### src/apdc_pkg.sv
// shared constants and a text helper for the ide task-file device
package apdc_pkg;
   localparam int SECTOR_BYTES = 512;

   localparam logic [1:0] ACT_WRITE = 2'd0;
   localparam logic [1:0] ACT_READ  = 2'd1;
   localparam logic [1:0] ACT_FILL  = 2'd2;

   localparam logic [1:0] MODE_IDLE  = 2'd0;
   localparam logic [1:0] MODE_READ  = 2'd1;
   localparam logic [1:0] MODE_WRITE = 2'd2;

   localparam logic [1:0] SRC_BUFFER = 2'd0;
   localparam logic [1:0] SRC_ONES   = 2'd1;
   localparam logic [1:0] SRC_IDENT  = 2'd2;

   localparam logic [1:0] MOP_NONE  = 2'd0;
   localparam logic [1:0] MOP_READ  = 2'd1;
   localparam logic [1:0] MOP_WRITE = 2'd2;

   localparam logic [7:0] CMD_READ     = 8'h20;
   localparam logic [7:0] CMD_WRITE    = 8'h30;
   localparam logic [7:0] CMD_VERIFY   = 8'h40;
   localparam logic [7:0] CMD_SET_MULT = 8'hc6;
   localparam logic [7:0] CMD_IDENTIFY = 8'hec;
   localparam logic [7:0] CMD_SET_FEAT = 8'hef;

   localparam logic [7:0] ERR_ABORT = 8'h04;

   localparam logic [3:0] OFF_DATA    = 4'd0;
   localparam logic [3:0] OFF_FEATURE = 4'd2;
   localparam logic [3:0] OFF_COUNT   = 4'd4;
   localparam logic [3:0] OFF_SECTOR  = 4'd6;
   localparam logic [3:0] OFF_CYL_LO  = 4'd8;
   localparam logic [3:0] OFF_CYL_HI  = 4'd10;
   localparam logic [3:0] OFF_DRVHEAD = 4'd12;
   localparam logic [3:0] OFF_COMMAND = 4'd14;

   localparam logic [1:0] CSR_PRESENT = 2'd0;
   localparam logic [1:0] CSR_CYL     = 2'd1;
   localparam logic [1:0] CSR_HEADS   = 2'd2;
   localparam logic [1:0] CSR_SPT     = 2'd3;

   // model text character, space padded
   function automatic logic [7:0] text_char(input logic [5:0] i);
      logic [7:0] c;
      c = 8'h20;
      unique case (i)
         6'd0: c = 8'h44;
         6'd1: c = 8'h55;
         6'd2: c = 8'h4d;
         6'd3: c = 8'h4d;
         6'd4: c = 8'h59;
         6'd5: c = 8'h20;
         6'd6: c = 8'h44;
         6'd7: c = 8'h52;
         6'd8: c = 8'h49;
         6'd9: c = 8'h56;
         6'd10: c = 8'h45;
         default: c = 8'h20;
      endcase
      return c;
   endfunction
endpackage

### src/apdc_ident.sv
// identify data byte generator
module apdc_ident
   import apdc_pkg::*;
(
   input  logic [8:0]  idx,
   input  logic [15:0] cylinder_total,
   input  logic [4:0]  heads,
   input  logic [5:0]  spt,
   output logic [7:0]  data
);
   logic [7:0]  w;
   logic [15:0] v;
   logic [5:0]  n;

   // pick the 16-bit identify word, then its byte
   always_comb begin
      w = idx[8:1];
      n = 6'(w - 8'd27);
      v = 16'h0000;
      if (w == 8'd0) begin
         v = 16'h8000;
      end else if (w == 8'd1) begin
         v = cylinder_total;
      end else if (w == 8'd3) begin
         v = {11'd0, heads};
      end else if (w == 8'd6) begin
         v = {10'd0, spt};
      end else if (w >= 8'd27 && w < 8'd47) begin
         v = {text_char({n[4:0], 1'b0}), text_char({n[4:0], 1'b1})};
      end
      data = idx[0] ? v[15:8] : v[7:0];
   end
endmodule

### config.mk
export PLATFORM = sky130hd
export DESIGN_NAME = apdc_ident
export DESIGN_NICKNAME = d
export VERILOG_FILES = /design/src/apdc_pkg.sv /design/src/apdc_ident.sv
export SDC_FILE = /design/constraint.sdc
export NUM_CORES = 1
export LEC_CHECK = 0
export ABC_CLOCK_PERIOD_IN_PS = 3500
export BUFFER_PORTS_ARGS = -buffer_cell sky130_fd_sc_hd__buf_2
export CAP_MARGIN = 25
export CORE_MARGIN = 2
export CORE_UTILIZATION = 40
export DETAILED_ROUTE_END_ITERATION = 10
export PLACE_DENSITY = 0.82
export SYNTH_ARGS = -nofsm -noshare
export SYNTH_HDL_FRONTEND = slang
export SYNTH_SLANG_ARGS = --single-unit
### constraint.sdc
create_clock -name vclk -period 3.5
set_clock_uncertainty 0.1 [all_clocks]
set_input_delay 0.175 -clock vclk [all_inputs]
set_output_delay 0.175 -clock vclk [all_outputs]
set_load 0.005 [all_outputs]
Yosys cells after proc, flatten, opt, wreduce, memory -nomap -nowiden
Cells that the tools add are included.
Widths: inputs -> output; s select.
{"block": "classes", "n_addsub": 1, "order_cmp": 2, "eq_ne": 8, "muxes": 8, "n_reduce_logical": 4}
{"cell": "$mux 15", "count": 3}
{"cell": "$pmux 7 s5", "count": 1}
{"cell": "$mux 16", "count": 2}
{"cell": "$pmux 7 s4", "count": 1}
{"cell": "$eq 5x2->1 const B", "count": 2}
{"cell": "$eq 5x3->1 const B", "count": 2}
{"cell": "$eq 8x1->1 const B", "count": 1}
{"cell": "$eq 8x2->1 const B", "count": 1}
{"cell": "$eq 8x3->1 const B", "count": 1}
{"cell": "$ge 8x5->1 const B", "count": 1}
{"cell": "$logic_not 8->1", "count": 1}
{"cell": "$lt 8x6->1 const B", "count": 1}
{"cell": "$mux 8", "count": 1}
{"cell": "$eq 5x1->1 const B", "count": 1}
{"cell": "$logic_not 5->1", "count": 1}
{"cell": "$sub 5x5->5 const B", "count": 1}
{"cell": "$reduce_or 2->1", "count": 1}
{"cell": "$logic_and 1x1->1", "count": 1}
{"block": "totals", "ff_bits": 0, "input_bits": 36, "out_inout_bits": 8, "elab_cells": 23}

Longest topological paths before layout
{"block": "depth", "ltp_word": 10, "depth_mapped": 6, "depth_no_buf": 5}

Least setup slack after synthesis
Ideal clock, no wire load.
{"block": "synth_path", "path_kind": "input-to-output", "start": "input idx[1]", "end": "output data[5]", "arrival_time_ps": 1342, "t_required_ps": 3225, "setup_slack_ps": 1883, "stages": 6, "n_path_buf": 1, "path_cell_list": "buf_2 > a21oi_1 > or3_4 > a2111oi_2 > nor3_1 > a31oi_1"}
{"block": "synth_via", "elab_chain_cells": 10, "word_cells_on_any_way": 23, "cone_classes": "1 x add/sub; 2 x order compare; 8 x eq/ne; 8 x mux; 4 x reduce/logical"}
{"item": "start: declaration", "line_no": "apdc_ident.sv:5", "rtl": "input logic [8:0] idx,"}
{"item": "$sub 5x5->5", "line_no": "apdc_ident.sv:18", "rtl": "n = 6'(w - 8'd27);"}
{"item": "$eq 5x2->1 or $logic_not 5->1 (tied branches)", "line_no": "apdc_pkg.sv:48", "rtl": "unique case (i)"}
{"item": "$reduce_or 2->1 (no source line)"}
{"item": "$pmux 7 s5", "line_no": "apdc_pkg.sv:48"}
{"item": "$mux 15", "line_no": "apdc_ident.sv:28", "rtl": "end else if (w >= 8'd27 && w < 8'd47) begin"}
{"item": "$mux 15", "line_no": "apdc_ident.sv:26", "rtl": "end else if (w == 8'd6) begin"}
{"item": "$mux 15", "line_no": "apdc_ident.sv:24", "rtl": "end else if (w == 8'd3) begin"}
{"item": "$mux 16", "line_no": "apdc_ident.sv:22", "rtl": "end else if (w == 8'd1) begin"}
{"item": "$mux 16 *", "line_no": "apdc_ident.sv:20", "rtl": "if (w == 8'd0) begin"}
{"item": "$mux 8 *", "line_no": "apdc_ident.sv:31", "rtl": "data = idx[0] ? v[15:8] : v[7:0];"}
{"item": "end: declaration", "line_no": "apdc_ident.sv:9", "rtl": "output logic [7:0] data"}
Mark *: on every way between the ends. The rest lies on a longest branch, timed or not.

Worst setup path in the final report
{"block": "layout_path", "start": "input idx[3]", "end": "output data[2]"}
The elaborated chain is that of the path after synthesis.

==> flow_summary.ini <==
[run_status]
outcome = finished clean

[pwr]
p_switching_w = 0.0000431
peakVddDrop_v = 0.0000611
powerDensity_nw_per_um2 = 90.5
p_sw_share_pct = 56.9
comb_power_share_pct = 100.0
leakage_nw = 0.341
power_frac_clock_pct = 0
seqPwrFrac_pct = 0
p_int_w = 0.0000327

[grt]
track_usage_pct = 23.3
grt_pass1_wl_um = 3540
grt_max_degree = 22
grt_pass1_vias = 797
antenna_found_initial = 0
grt_overflow = 0

[floorplan]
die_x_um = 43.6
die_area_um2 = 1900
die_h_um = 43.6
io_pins = 44
start_util_pct = 42.2
std_cell_rows = 14
core_area_um2 = 1490

[synthesis]
ys_seq_area_share_pct = 0
netlist_instances = 99
synth_warnings = 0
synth-xor-area-share_pct = 0
synth_compound_area_share_pct = 47.8
synth_top_family_by_area = compound AO/OA/AOI/OAI gates
synthAdderAreaFrac_pct = 0
muxShareOfSynthArea_pct = 7.97
yosys.area_share.simple_pct = 38.6
synth_nets = 135
netlist_area_um2 = 628
yosys.area.top_type_share_pct = 7.97
synth_top_area_cell = mux2i_1
synthTopCellsByArea = mux2i_1 (8.0%), nand3_1 (6.4%), nor3_1 (6.4%)
synth.distinct_cells = 39
synthTopCellsByCount = nand2_1 (10), nand3_1 (8), nor3_1 (8), o21ai_0 (8), a21oi_1 (7)
yosysMostFrequentCell = nand2_1
syn_area_per_cell_um2 = 6.34

[timing]
relSlewSlack_pct = 57.9
fmax_mhz = 489
min_period_over_period_pct = 58.4
tns_ns = 0
worst_pin_slew_ns = 0.627
slew_violations = 0
hold_ws_ns = 0.566
final_hold_viol_count = 0
finalSetupViolations = 0
period_needed_ns = 2.05
rsz0062_at_grt = no

[setup_path]
startpoint = idx[3]
cp-end-kind = output port
cp_data_arrival_time_ns = 1.77
setup.worst_path.class = in2out
cp-start-kind = input pin
required_ns = 3.22
critPathMaxFanout = 16

[drt]
wl_met2_um = 1030
drt-met1-wl_um = 844
dr.pass1.iters = 4
ant_nets = 0
routed_via_density = 6.38
drtIter0Drc = 22
wl_met3_um = 217
drt_wl_total_um = 2110
vias = 969
top_layer = met4
wl_per_cell_um = 13.8
drc_errors = 0

[clock_network]
cts_setup_buffers = 0
ctsHoldBuffers = 0
cts-resized-gates = 0

[cells_and_area]
layout-area-overhead-vs-synth_pct = 33.3
drive_gt1_share_pct = 39.7
antenna-diode-count = 0
fillers = 157
fin_nets = 174
nFlopsAndLatches = 0
multi_input_area_um2 = 593
n_clock_buffer = 0
regArea_um2 = 0

[hold_path]
hold_path.startpoint = cylinder_total[9]
hp-class = in2out

[placement]
place_hpwl_um = 1630
io_buffers = 44
place_congestion = 0.908

[flow_run]
cap_viol_max_count = 0
[worst max-delay path: stages]
cell     delay, ns
buf_2         0.19
nor3_1        0.57
and3_1        0.39
nand3_1       0.11
o21ai_1       0.11
a31o_2        0.12
buf_2         0.10
[final cells by class]
cell class	count	share of cell area, %
repair buffers	44	26.3
multi-input cells	91	70.9
well taps	16	2.39
inverters	1	0.448
[metal layers]
metal	GRT usage (%)	vias up
met4	2.42	0
met2	40.9	58
met5	0	-
li1	-	471
met1	32.2	438
met3	1.25	2
[power groups by stage]
| stage | registers (W) | clock network, W | logic, W |
|---|---|---|---|
| finish | 0 | 0 | 0.0000758 |
| global route | 0 | 0 | 0.0000839 |
| CTS | 0 | 0 | 0.0000750 |
| detailed placement | 0 | 0 | 0.0000749 |
| global placement | 0 | 0 | 0.0000731 |
| floorplan | 0 | 0 | 0.0000427 |
[cell families (layout without fill, tap and decap cells)]
family	count (synthesis)	in the layout
simple gates	45	45
compound gates	41	41
buf+inv	8	45
mux	5	5
[through the flow]
step | setup WS (ns) | util [%] | instances | power [W] | instance area [um2]
finish | 1.45 | 56.2 | 152 | 0.0000758 | 837
global route | 1.32 | 56.2 | 152 | 0.0000839 | 837
CTS | 1.48 | 56.2 | 152 | 0.0000750 | 837
detailed placement | 1.47 | 56.2 | 152 | 0.0000749 | 837
global placement | 1.52 | 56.2 | 152 | 0.0000731 | 837
floorplan | 1.88 | - | 99 | 0.0000427 | 628
[cells in the final DEF (no fill, tap or decap), types with 2 or more instances in the layout]
cell type	count
a41oi_1	3
nor2_1	3
or3_1	2
a21oi_1	7
o22ai_1	2
mux2i_1	5
a31oi_1	5
nor3_1	8
o2111ai_1	2
nor2b_1	2
nand3_1	8
o21ai_0	8
buf_2	44
a22oi_1	3
nand2b_1	2
o21ai_1	2
nand2_1	10
[path summary, 6_finish.rpt]
kind,endpoint,depth (start not counted)
max,data[2],7
min,data[1],4
Power figures use the tool's default switching activity.
